**config.mk**
```make
export PLATFORM = sky130hd
export DESIGN_NAME = pid_controller_step
export DESIGN_NICKNAME = d
export VERILOG_FILES = /design/src/hdl/pidc_pkg.sv /design/src/hdl/pidc_regs.sv /design/src/hdl/pidc_core.sv /design/src/hdl/pid_controller_step.sv
export SDC_FILE = /design/constraint.sdc
export NUM_CORES = 2
export LEC_CHECK = 0
export BUFFER_PORTS_ARGS = -buffer_cell sky130_fd_sc_hd__buf_4
export CAP_MARGIN = 25
export CORE_ASPECT_RATIO = 1.1
export CORE_MARGIN = 1.5
export CORE_UTILIZATION = 60
export DETAILED_ROUTE_END_ITERATION = 10
export PLACE_DENSITY_LB_ADDON = 0.3
export SKIP_LAST_GASP = 1
export SYNTH_ARGS = -nofsm -noshare
export SYNTH_HDL_FRONTEND = slang
export SYNTH_SLANG_ARGS = --single-unit
```
**constraint.sdc**
```tcl
create_clock -name clk -period 35.8 [get_ports clk]
set_input_delay 7.16 -clock clk [delete_from_list [all_inputs] [get_ports clk]]
set_output_delay 7.16 -clock clk [all_outputs]
set_load 0.02 [all_outputs]
```
**src/hdl/pidc_pkg.sv**
```systemverilog
// Shared types, codes and clamp helper for the PID controller step block.
package pidc_pkg;

  localparam int FracBits = 16;
  localparam int RegIdxW  = 3;

  localparam logic [15:0] RESET_HIGH_LIMIT = 16'sd100;
  localparam logic [15:0] RESET_PERIOD_MS  = 16'd100;

  // Item kinds
  localparam logic [1:0] KIND_COMPUTE = 2'd0;
  localparam logic [1:0] KIND_AUTO    = 2'd1;
  localparam logic [1:0] KIND_MANUAL  = 2'd2;

  // Register indexes (byte address / 4)
  localparam logic [RegIdxW-1:0] REG_KP     = 3'd0;
  localparam logic [RegIdxW-1:0] REG_KI     = 3'd1;
  localparam logic [RegIdxW-1:0] REG_KD     = 3'd2;
  localparam logic [RegIdxW-1:0] REG_LOW    = 3'd3;
  localparam logic [RegIdxW-1:0] REG_HIGH   = 3'd4;
  localparam logic [RegIdxW-1:0] REG_PERIOD = 3'd5;

  typedef struct packed {
    logic signed [23:0] kp;
    logic signed [23:0] ki;
    logic signed [23:0] kd;
    logic signed [15:0] low;
    logic signed [15:0] high;
    logic        [15:0] period;
  } cfg_t;

  // Clamp a Q.16 value to the integer limits; high limit is tested first.
  function automatic logic signed [31:0] clamp_q16(
    input logic signed [43:0] v,
    input logic signed [15:0] lo,
    input logic signed [15:0] hi
  );
    logic signed [43:0] hi_q;
    logic signed [43:0] lo_q;
    hi_q = {{12{hi[15]}}, hi, 16'h0000};
    lo_q = {{12{lo[15]}}, lo, 16'h0000};
    if (v > hi_q) begin
      clamp_q16 = {hi, 16'h0000};
    end else if (v < lo_q) begin
      clamp_q16 = {lo, 16'h0000};
    end else begin
      clamp_q16 = v[31:0];
    end
  endfunction

endpackage

```
**src/hdl/pidc_regs.sv**
```systemverilog
// APB-style configuration registers for the PID controller step block.
module pidc_regs (
  input  logic               clk,
  input  logic               rst_n,
  input  logic               psel,
  input  logic               penable,
  input  logic               pwrite,
  input  logic [4:0]         paddr,
  input  logic [31:0]        pwdata,
  output logic [31:0]        prdata,
  output logic               pready,
  output pidc_pkg::cfg_t     cfg
);
  import pidc_pkg::*;

  cfg_t                 cfg_r;
  cfg_t                 cfg_nxt;
  logic [RegIdxW-1:0]   idx;
  logic                 wr_en;

  assign idx    = paddr[4:2];
  assign wr_en  = psel && penable && pwrite;
  assign pready = 1'b1;
  assign cfg    = cfg_r;

  always_comb begin
    cfg_nxt = cfg_r;
    if (wr_en) begin
      case (idx)
        REG_KP:     cfg_nxt.kp     = pwdata[23:0];
        REG_KI:     cfg_nxt.ki     = pwdata[23:0];
        REG_KD:     cfg_nxt.kd     = pwdata[23:0];
        REG_LOW:    cfg_nxt.low    = pwdata[15:0];
        REG_HIGH:   cfg_nxt.high   = pwdata[15:0];
        REG_PERIOD: cfg_nxt.period = pwdata[15:0];
        default:    cfg_nxt = cfg_r;
      endcase
    end
  end

  always_comb begin
    case (idx)
      REG_KP:     prdata = {{8{cfg_r.kp[23]}}, cfg_r.kp};
      REG_KI:     prdata = {{8{cfg_r.ki[23]}}, cfg_r.ki};
      REG_KD:     prdata = {{8{cfg_r.kd[23]}}, cfg_r.kd};
      REG_LOW:    prdata = {{16{cfg_r.low[15]}}, cfg_r.low};
      REG_HIGH:   prdata = {{16{cfg_r.high[15]}}, cfg_r.high};
      REG_PERIOD: prdata = {16'h0000, cfg_r.period};
      default:    prdata = 32'h0000_0000;
    endcase
  end

  always_ff @(posedge clk) begin
    if (!rst_n) begin
      cfg_r.kp     <= '0;
      cfg_r.ki     <= '0;
      cfg_r.kd     <= '0;
      cfg_r.low    <= '0;
      cfg_r.high   <= RESET_HIGH_LIMIT;
      cfg_r.period <= RESET_PERIOD_MS;
    end else begin
      cfg_r <= cfg_nxt;
    end
  end

endmodule

```
**src/hdl/pidc_core.sv**
```systemverilog
// Controller state and single-pass PID datapath for one registered item.
module pidc_core (
  input  logic                clk,
  input  logic                rst_n,
  input  logic                go,
  input  logic [1:0]          kind,
  input  logic signed [15:0]  measurement,
  input  logic signed [15:0]  setpoint,
  input  logic [31:0]         now_ms,
  input  logic signed [15:0]  manual_output,
  input  pidc_pkg::cfg_t      cfg,
  output logic signed [31:0]  drive,
  output logic                updated,
  output logic                automatic_res
);
  import pidc_pkg::*;

  logic signed [31:0] integral_r, integral_nxt;
  logic signed [15:0] prev_meas_r, prev_meas_nxt;
  logic        [31:0] prev_time_r, prev_time_nxt;
  logic signed [31:0] held_r, held_nxt;
  logic               auto_r, auto_nxt;

  logic signed [16:0] err;
  logic signed [16:0] dmeas;
  logic signed [40:0] kp_term;
  logic signed [40:0] ki_term;
  logic signed [40:0] kd_term;
  logic signed [31:0] int_new;
  logic signed [43:0] pid_sum;
  logic signed [31:0] seed;
  logic        [31:0] elapsed;
  logic               do_compute;
  logic               want_auto;

  assign err     = {setpoint[15], setpoint} - {measurement[15], measurement};
  assign dmeas   = {measurement[15], measurement} - {prev_meas_r[15], prev_meas_r};
  assign kp_term = cfg.kp * err;
  assign ki_term = cfg.ki * err;
  assign kd_term = cfg.kd * dmeas;
  assign int_new = clamp_q16(44'(ki_term) + 44'(integral_r), cfg.low, cfg.high);
  assign pid_sum = 44'(kp_term) + 44'(int_new) - 44'(kd_term);
  assign seed    = clamp_q16({{12{manual_output[15]}}, manual_output, 16'h0000},
                             cfg.low, cfg.high);
  assign elapsed = now_ms - prev_time_r;
  assign do_compute = (kind == KIND_COMPUTE) && auto_r && (elapsed >= {16'h0000, cfg.period});
  assign want_auto  = (kind == KIND_AUTO);

  always_comb begin
    integral_nxt  = integral_r;
    prev_meas_nxt = prev_meas_r;
    prev_time_nxt = prev_time_r;
    held_nxt      = held_r;
    auto_nxt      = auto_r;
    if (do_compute) begin
      integral_nxt  = int_new;
      held_nxt      = clamp_q16(pid_sum, cfg.low, cfg.high);
      prev_meas_nxt = measurement;
      prev_time_nxt = now_ms;
    end else if (kind == KIND_AUTO || kind == KIND_MANUAL) begin
      // seed only on a real mode switch
      if (want_auto != auto_r) begin
        integral_nxt  = seed;
        prev_meas_nxt = measurement;
      end
      auto_nxt = want_auto;
    end
  end

  assign drive         = held_nxt;
  assign updated       = do_compute;
  assign automatic_res = auto_nxt;

  always_ff @(posedge clk) begin
    if (!rst_n) begin
      integral_r  <= '0;
      prev_meas_r <= '0;
      prev_time_r <= '0;
      held_r      <= '0;
      auto_r      <= 1'b0;
    end else if (go) begin
      integral_r  <= integral_nxt;
      prev_meas_r <= prev_meas_nxt;
      prev_time_r <= prev_time_nxt;
      held_r      <= held_nxt;
      auto_r      <= auto_nxt;
    end
  end

`ifndef ASSERT_OFF
  a_hold_when_idle: assert property (@(posedge clk) disable iff (!rst_n)
    !go |=> $stable(integral_r) && $stable(held_r) && $stable(auto_r))
    else $error("controller state moved without an item");
  a_update_needs_auto: assert property (@(posedge clk) disable iff (!rst_n)
    go && updated |=> auto_r && (prev_time_r == $past(now_ms)))
    else $error("computation outside automatic mode or time not recorded");
  a_mode_item_no_drive: assert property (@(posedge clk) disable iff (!rst_n)
    go && kind != KIND_COMPUTE |=> $stable(held_r))
    else $error("mode item changed the held drive");
`endif

endmodule

```
**src/hdl/pid_controller_step.sv**
```systemverilog
// Top level of the sampled PID controller step block.
//
// Usage: each input transaction (in_valid high, in_stall low at a clock edge)
// carries a kind, a measurement, a setpoint, a millisecond time and a manual
// drive. Every transaction yields exactly one result transaction on the out_
// channel: the held drive (Q16.16), whether this item ran a computation, and
// the automatic-mode flag after the item.
// Throughput: one item per cycle while the receiver does not stall; the state
// update (integral, held drive, mode) happens in the single pass from the
// input register to the result register. A receiver stall holds the result
// register; the input register still takes one more item, after which
// in_stall rises until the result moves on. Reset (rst_n low, synchronous)
// empties both registers, puts the controller in manual mode with zero
// integral and drive, and loads register defaults (high limit 100, sample
// period 100 ms). Registers are written over the APB port at byte address
// 4*index; the user must write them only while no transaction is in flight,
// which the block itself does not enforce.
module pid_controller_step (
  input  logic               clk,
  input  logic               rst_n,
  input  logic               psel,
  input  logic               penable,
  input  logic               pwrite,
  input  logic [4:0]         paddr,
  input  logic [31:0]        pwdata,
  output logic [31:0]        prdata,
  output logic               pready,
  input  logic               in_valid,
  output logic               in_stall,
  input  logic [1:0]         in_kind,
  input  logic signed [15:0] in_measurement,
  input  logic signed [15:0] in_setpoint,
  input  logic [31:0]        in_now_ms,
  input  logic signed [15:0] in_manual_output,
  output logic               out_valid,
  input  logic               out_stall,
  output logic signed [31:0] out_drive,
  output logic               out_updated,
  output logic               out_automatic_res
);
  import pidc_pkg::*;

  cfg_t               cfg;
  logic               s1_valid_r;
  logic [1:0]         s1_kind_r;
  logic signed [15:0] s1_meas_r;
  logic signed [15:0] s1_sp_r;
  logic [31:0]        s1_now_r;
  logic signed [15:0] s1_man_r;
  logic               out_valid_r;
  logic signed [31:0] out_drive_r;
  logic               out_updated_r;
  logic               out_auto_r;
  logic               out_ready;
  logic               advance;
  logic               in_take;
  logic signed [31:0] core_drive;
  logic               core_updated;
  logic               core_auto;

  pidc_regs u_regs (
    .clk     (clk),
    .rst_n   (rst_n),
    .psel    (psel),
    .penable (penable),
    .pwrite  (pwrite),
    .paddr   (paddr),
    .pwdata  (pwdata),
    .prdata  (prdata),
    .pready  (pready),
    .cfg     (cfg)
  );

  assign out_ready = !out_valid_r || !out_stall;
  assign advance   = s1_valid_r && out_ready;
  assign in_stall  = s1_valid_r && !out_ready;
  assign in_take   = in_valid && !in_stall;

  pidc_core u_core (
    .clk           (clk),
    .rst_n         (rst_n),
    .go            (advance),
    .kind          (s1_kind_r),
    .measurement   (s1_meas_r),
    .setpoint      (s1_sp_r),
    .now_ms        (s1_now_r),
    .manual_output (s1_man_r),
    .cfg           (cfg),
    .drive         (core_drive),
    .updated       (core_updated),
    .automatic_res (core_auto)
  );

  // input register
  always_ff @(posedge clk) begin
    if (!rst_n) begin
      s1_valid_r <= 1'b0;
    end else if (in_take) begin
      s1_valid_r <= 1'b1;
    end else if (advance) begin
      s1_valid_r <= 1'b0;
    end
  end

  always_ff @(posedge clk) begin
    if (in_take) begin
      s1_kind_r <= in_kind;
      s1_meas_r <= in_measurement;
      s1_sp_r   <= in_setpoint;
      s1_now_r  <= in_now_ms;
      s1_man_r  <= in_manual_output;
    end
  end

  // result register
  always_ff @(posedge clk) begin
    if (!rst_n) begin
      out_valid_r <= 1'b0;
    end else if (advance) begin
      out_valid_r <= 1'b1;
    end else if (!out_stall) begin
      out_valid_r <= 1'b0;
    end
  end

  always_ff @(posedge clk) begin
    if (advance) begin
      out_drive_r   <= core_drive;
      out_updated_r <= core_updated;
      out_auto_r    <= core_auto;
    end
  end

  assign out_valid         = out_valid_r;
  assign out_drive         = out_drive_r;
  assign out_updated       = out_updated_r;
  assign out_automatic_res = out_auto_r;

`ifndef ASSERT_OFF
  a_stall_only_when_full: assert property (@(posedge clk) disable iff (!rst_n)
    in_stall |-> s1_valid_r && out_valid_r)
    else $error("input stalled with room in the pipeline");
  a_no_overwrite: assert property (@(posedge clk) disable iff (!rst_n)
    out_valid_r && out_stall |=> out_valid_r && $stable(out_drive_r))
    else $error("stalled result overwritten or dropped");
  a_update_is_auto: assert property (@(posedge clk) disable iff (!rst_n)
    out_valid_r && out_updated_r |-> out_auto_r)
    else $error("computation reported in manual mode");
`endif

endmodule

```
Word-level counts from Yosys, hierarchy flattened

Cells that the tools add are included.

Input bits: 126
Flip-flop bits (word level): 351
Output and inout bits: 69

Order comparisons: 7
Mux-type cells: 20
Multipliers: 3
$add $sub $neg: 6
Equal/unequal tests: 9
Reductions and logical operators: 26

Operators by type and width:

| operator             | number |
|---|---|
| $mux W32             | 10 |
| $pmux W32 S6         | 1 |
| $mul A24 B17 Y41     | 3 |
| $add A41 B32 Y42     | 2 |
| $mux W16             | 3 |
| $gt A44 B32 Y1       | 1 |
| $lt A44 B32 Y1       | 1 |
| $sub A42 B41 Y43     | 1 |
| $gt A42 B32 Y1       | 1 |
| $lt A42 B32 Y1       | 1 |
| $sub A16 B16 Y17     | 2 |
| $ge A32 B16 Y1       | 1 |
| $gt A32 B32 Y1       | 1 |
| $lt A32 B32 Y1       | 1 |
| $sub A32 B32 Y32     | 1 |
| $reduce_and A2 Y1    | 7 |
| $logic_and A1 B1 Y1  | 7 |
| $eq A3 B2 Y1 const B | 2 |
| $eq A3 B3 Y1 const B | 2 |
| $mux W1              | 6 |
| $reduce_bool A2 Y1   | 3 |
| $logic_not A1 Y1     | 4 |
| $eq A3 B1 Y1 const B | 1 |
| $logic_not A3 Y1     | 1 |
| other kinds (7)      | 8 |

Longest topological paths before layout

Depth in word-level cells: 12
Gate-level depth with buffers: 91
Gate-level depth less buffers: 85

Modules after synthesis

From an unflattened synthesis, not the netlist that was laid out.

Cell total of the unflattened synthesis: 7414
Area total of the unflattened synthesis: 68628.3 µm²

By module, submodules not included:

| module              | seq. area each (µm²) | times used | cells each | area an instance (µm²) |
|---|---|---|---|---|
| pidc_core           | 2262.2               | 1          | 6721       | 59480.8 |
| pidc_regs           | 2402.3               | 1          | 569        | 5580.4 |
| pid_controller_step | 3523.4               | 1          | 124        | 3567.2 |

Worst setup path before layout

OpenSTA, ideal clock, no wires.

Kind: register to register
Start point: reg s1_meas_r[0]
End point: reg out_drive_r[19], in the netlist out_drive[19], data pin
Arrival time: 19.898 ns
Setup slack: 15.640 ns
Data required time: 35.538 ns
Cell stages (with the launch flop): 83
Period minus slack after synthesis: 20.160 ns
Cells stage by stage: edfxtp_1 > ha_1 > fa_1 > nor2b_1 > o21ai_0 > a21boi_0 > o21ai_0 > a21boi_0 > o21ai_0 > a21boi_0 > o311a_1 > o21a_1 > or3_1 > clkbuf_1 > clkbuf_1 > nand3_1 > fa_1 > inv_1 > [47 not listed] > o211ai_1 > a21oi_1 > nand2_1 > nand2_1 > a31oi_1 > xnor2_1 > ha_1 > a21o_1 > a21o_1 > a21o_1 > a21o_1 > a211oi_1 > o211ai_1 > o2bb2ai_1 > clkbuf_1 > mux2_2 > o21ai_0 > o21ai_0

Cells in the longest elaborated chain, start to end: 12
Elaborated cells on any way between the ends: 17

Ends and longest elaborated chain:

| what                   | line                       | RTL |
|---|---|---|
| start, declared        | pid_controller_step.sv:46  | `logic signed [15:0] s1_meas_r;` |
| start signal, assigned | pid_controller_step.sv:108 | `s1_meas_r <= in_measurement;` |
| $sub A16 B16 Y17       | pidc_core.sv:36            | `assign err = {setpoint[15], setpoint} - {measurement[15], measurement};` |
| $mul A24 B17 Y41       | pidc_core.sv:39            | `assign ki_term = cfg.ki * err;` |
| $add A41 B32 Y42       | pidc_core.sv:41            | `assign int_new = clamp_q16(44'(ki_term) + 44'(integral_r), cfg.low, cfg.high);` |
| $lt A42 B32 Y1         | pidc_pkg.sv:44             | `end else if (v < lo_q) begin` |
| $mux W32               | pidc_pkg.sv:44             |  |
| $mux W32               | pidc_pkg.sv:42             | `if (v > hi_q) begin` |
| $add A41 B32 Y42       | pidc_core.sv:42            | `assign pid_sum = 44'(kp_term) + 44'(int_new) - 44'(kd_term);` |
| $sub A42 B41 Y43 *     | pidc_core.sv:42            |  |
| $lt A44 B32 Y1         | pidc_pkg.sv:44             |  |
| $mux W32               | pidc_pkg.sv:44             |  |
| $mux W32 *             | pidc_pkg.sv:42             |  |
| $mux W32 *             | pidc_core.sv:55            | `if (do_compute) begin` |
| net core_drive[19]     | pid_controller_step.sv:57  | `logic signed [31:0] core_drive;` |
| end signal, assigned   | pid_controller_step.sv:128 | `out_drive_r <= core_drive;` |
| end, declared          | pid_controller_step.sv:51  | `logic signed [31:0] out_drive_r;` |

The timed path passes the listed nets; every way through them passes the cells marked *.
A chain may end at the register's enable or synchronous reset.

Worst setup path after layout

Start point: reg s1_meas_r[0]
End point: reg out_drive_r[29], in the netlist out_drive[29], data pin

The elaborated chain is that of the path after synthesis.

==> key figures <==
Run status
  • Status: finished clean

STA
  • Total negative slack: 0 ps
  • Tcrit/Tclk final: 75.4%
  • RSZ-0062 raised after global routing: false
  • Setup violators final: 0
  • Pins Over Slew Limit: 0
  • Fin crit period: 27000 ps
  • Worst slew margin: 12.1%
  • Hold Fails Final Rpt: 0
  • Max Fclk: 37.0 MHz
  • Setup Skew: 46.0 ps
  • Worst-Margin Slew: 1320 ps

Final layout
  • Multi-input logic area: 53000 µm²
  • Fillers: 9428
  • Final #Nets: 9605
  • Area Overhead vs Synth: 6.50%
  • Share of cells above drive strength 1: 6.42%
  • Post-Route Utilization: 64.7%
  • Register area: 8190 µm²

Floorplan
  • Die area: 116000 µm²
  • Std cell rows: 129
  • I/O pin cnt: 195
  • Die Y: 358 µm
  • Core ar.: 113000 µm²
  • Starting density of the core: 60.7%
  • Die width: 325 µm

Clock network
  • Post-CTS sizing: 0
  • Clk root buf: clkbuf_16
  • Maximum buffer depth of the clock tree: 3
  • TritonCTS clock tree: built
  • Total CTS buffers: 42
  • Reg clk slew, reported paths: 60 ps
  • Clk sinks: 351
  • Clk_lat worst skew: 650 ps
  • Htree depth: 2
  • CTS Hold Bufs: 0
  • Number of setup buffers added after CTS: 0

Logic synthesis
  • Area share of the leading cell type in the synthesized netlist: 40.0%
  • Total of warnings raised by yosys: 0
  • Top FF cell, synth: dfxtp_1
  • Synthesized area: 68600 µm²
  • Syn Nets: 9660
  • Async set-reset flop share out of synthesis: 0%
  • Post-synth cell types: 79
  • Area leader, netlist: fa_1
  • Seq cells post-synth: 351
  • Post-synthesis sequential area ratio: 11.9%
  • Synth Instances: 7658
  • Top-count cell post-synth: inv_1
  • Ranking of synthesized cells by area: fa_1, ha_1, inv_1
  • Avg Cell Area, Syn: 8.96 µm²
  • Post-synth EDFFs: 116
  • Synth top cells by count: inv_1, fa_1, nand2_1

Critical path
  • R2R cell count: 80
  • CP Class: reg2reg
  • CP max stage cell: mux2i_1
  • Critical Path Fanout Max: 49
  • CP max stage delay: 910 ps
  • Worst Setup End Kind: register
  • Worst path most repeated cell: fa_1
  • CP startpoint kind: register
  • CP arrival: 27470 ps
  • Critical Path RT: 36270 ps

Global route
  • GRT Overall Usage: 37.9%
  • Initial antenna violation count: 2
  • Vias in the first global route: 57426
  • Grt total ovfl: 0
  • Pin count of the biggest net entering global routing: 89
  • First-pass GRT wire length: 334000 µm

Placed design
  • Post-DP HPWL: 171000 µm
  • IO buf count: 183
  • GP Congestion: 1.01

Drt
  • Routed length per instance: 23.5 µm
  • DRC Markers: 0
  • Aggregate routed wire length: 215000 µm
  • DR pass1 iterations: 8
  • Drt first-iter violations: 5157
  • Antenna Nets Post-Route: 0
  • Vias per cell: 5.96
  • Vias: 54479

Job
  • MaxCap Viol Count: 0

Worst hold path
  • WHS Path Cells: 2
  • Hold WC Path Type: reg2reg
## layer usage
metal	GRT usage [%]	wire length (µm)
met1	47.3	78400
met2	58.9	95300
met3	9.61	23600
met4	24.7	17500
met5	0.0805	16
## registers in the layout, summed over array words and instances (netlist names)
register / flops
out_updated: 1
u_core.held_r: 32
out_drive: 32
out_automatic_res: 1
s1_now_r: 32
u_core.prev_time_r: 32
u_core.auto_r: 1
s1_sp_r: 16
u_core.prev_meas_r: 16
s1_meas_r: 16
s1_kind_r: 2
out_valid: 1
u_regs.cfg: 120
s1_man_r: 16
s1_valid_r: 1
u_core.integral_r: 32
## per-stage QoR
stage               hold WS (ps)  instances  area [µm²]  worst slack (ps)
floorplan                    436       7658       68600             15640
global placement             442       9050       71300              9190
detailed placement           448       9054       71400              9510
CTS                          456       9132       72800              9360
global route                 484       9143       73000              7880
finish                       457       9144       73100              8800
## area by class of cell
| class | count | area share [%] |
|---|---|---|
| Multi-Input combinational cell | 5280 | 72.5 |
| Sequential cell | 351 | 11.2 |
| Inverter | 1624 | 8.35 |
| Timing Repair Buffer | 304 | 3.41 |
| Tap cell | 1506 | 2.58 |
| Clock buffer | 52 | 1.56 |
| Clock inverter | 26 | 0.351 |
| Antenna cell | 1 | 0.00343 |
## kinds of logic after synthesis
group           Yosys count  share of synthesized area, %
xor+xnor                116                          1.48
simple gates           2263                          15.8
other cells               1                       0.00547
flops                   351                          11.9
fa+ha+maj              1876                          49.2
mux                     156                          2.32
buf+inv                2027                          11.2
compound gates          868                          7.97
## critical path: cells and delay by family, from the launching register on
| family | cells | cell delay, ps |
|---|---|---|
| adder cells (fa/ha/maj) | 20 | 9340 |
| buffers and inverters | 12 | 1740 |
| XOR/XNOR | 2 | 1290 |
| flip-flops | 1 | 530 |
| AO/OA/AOI/OAI | 26 | 8250 |
| multiplexers | 1 | 910 |
| AND/OR/NAND/NOR | 19 | 4720 |
## placed cells by master (no fill, tap or decap), types with 80 or more instances in the layout
cell type / synthesis / routed
fa_1: 1372 / 1371
ha_1: 504 / 504
dfxtp_1: 235 / 235
nand2_1: 1007 / 1006
nand3_1: 123 / 123
xnor2_1: 87 / 80
edfxtp_1: 116 / 116
nor2_1: 259 / 252
buf_4: 9 / 290
o21ai_0: 156 / 155
a21oi_1: 313 / 312
nor2b_1: 92 / 91
and2_1: 387 / 387
nand2b_1: 93 / 93
inv_1: 1623 / 1622
mux2i_1: 132 / 132
## worst paths after layout
check	from	to	slack (ps)
worst min-delay path	u_regs.cfg[3]	u_regs.cfg[3]	460
worst max-delay path	s1_meas_r[0]	out_drive[29]	8800
worst max register to register	s1_meas_r[0]	out_drive[29]	8800
worst min register to register	u_regs.cfg[3]	u_regs.cfg[3]	460
Power is left out: the tool's default activity adds up to more than one toggle a clock period on the data nets, which glitch-free logic cannot reach.
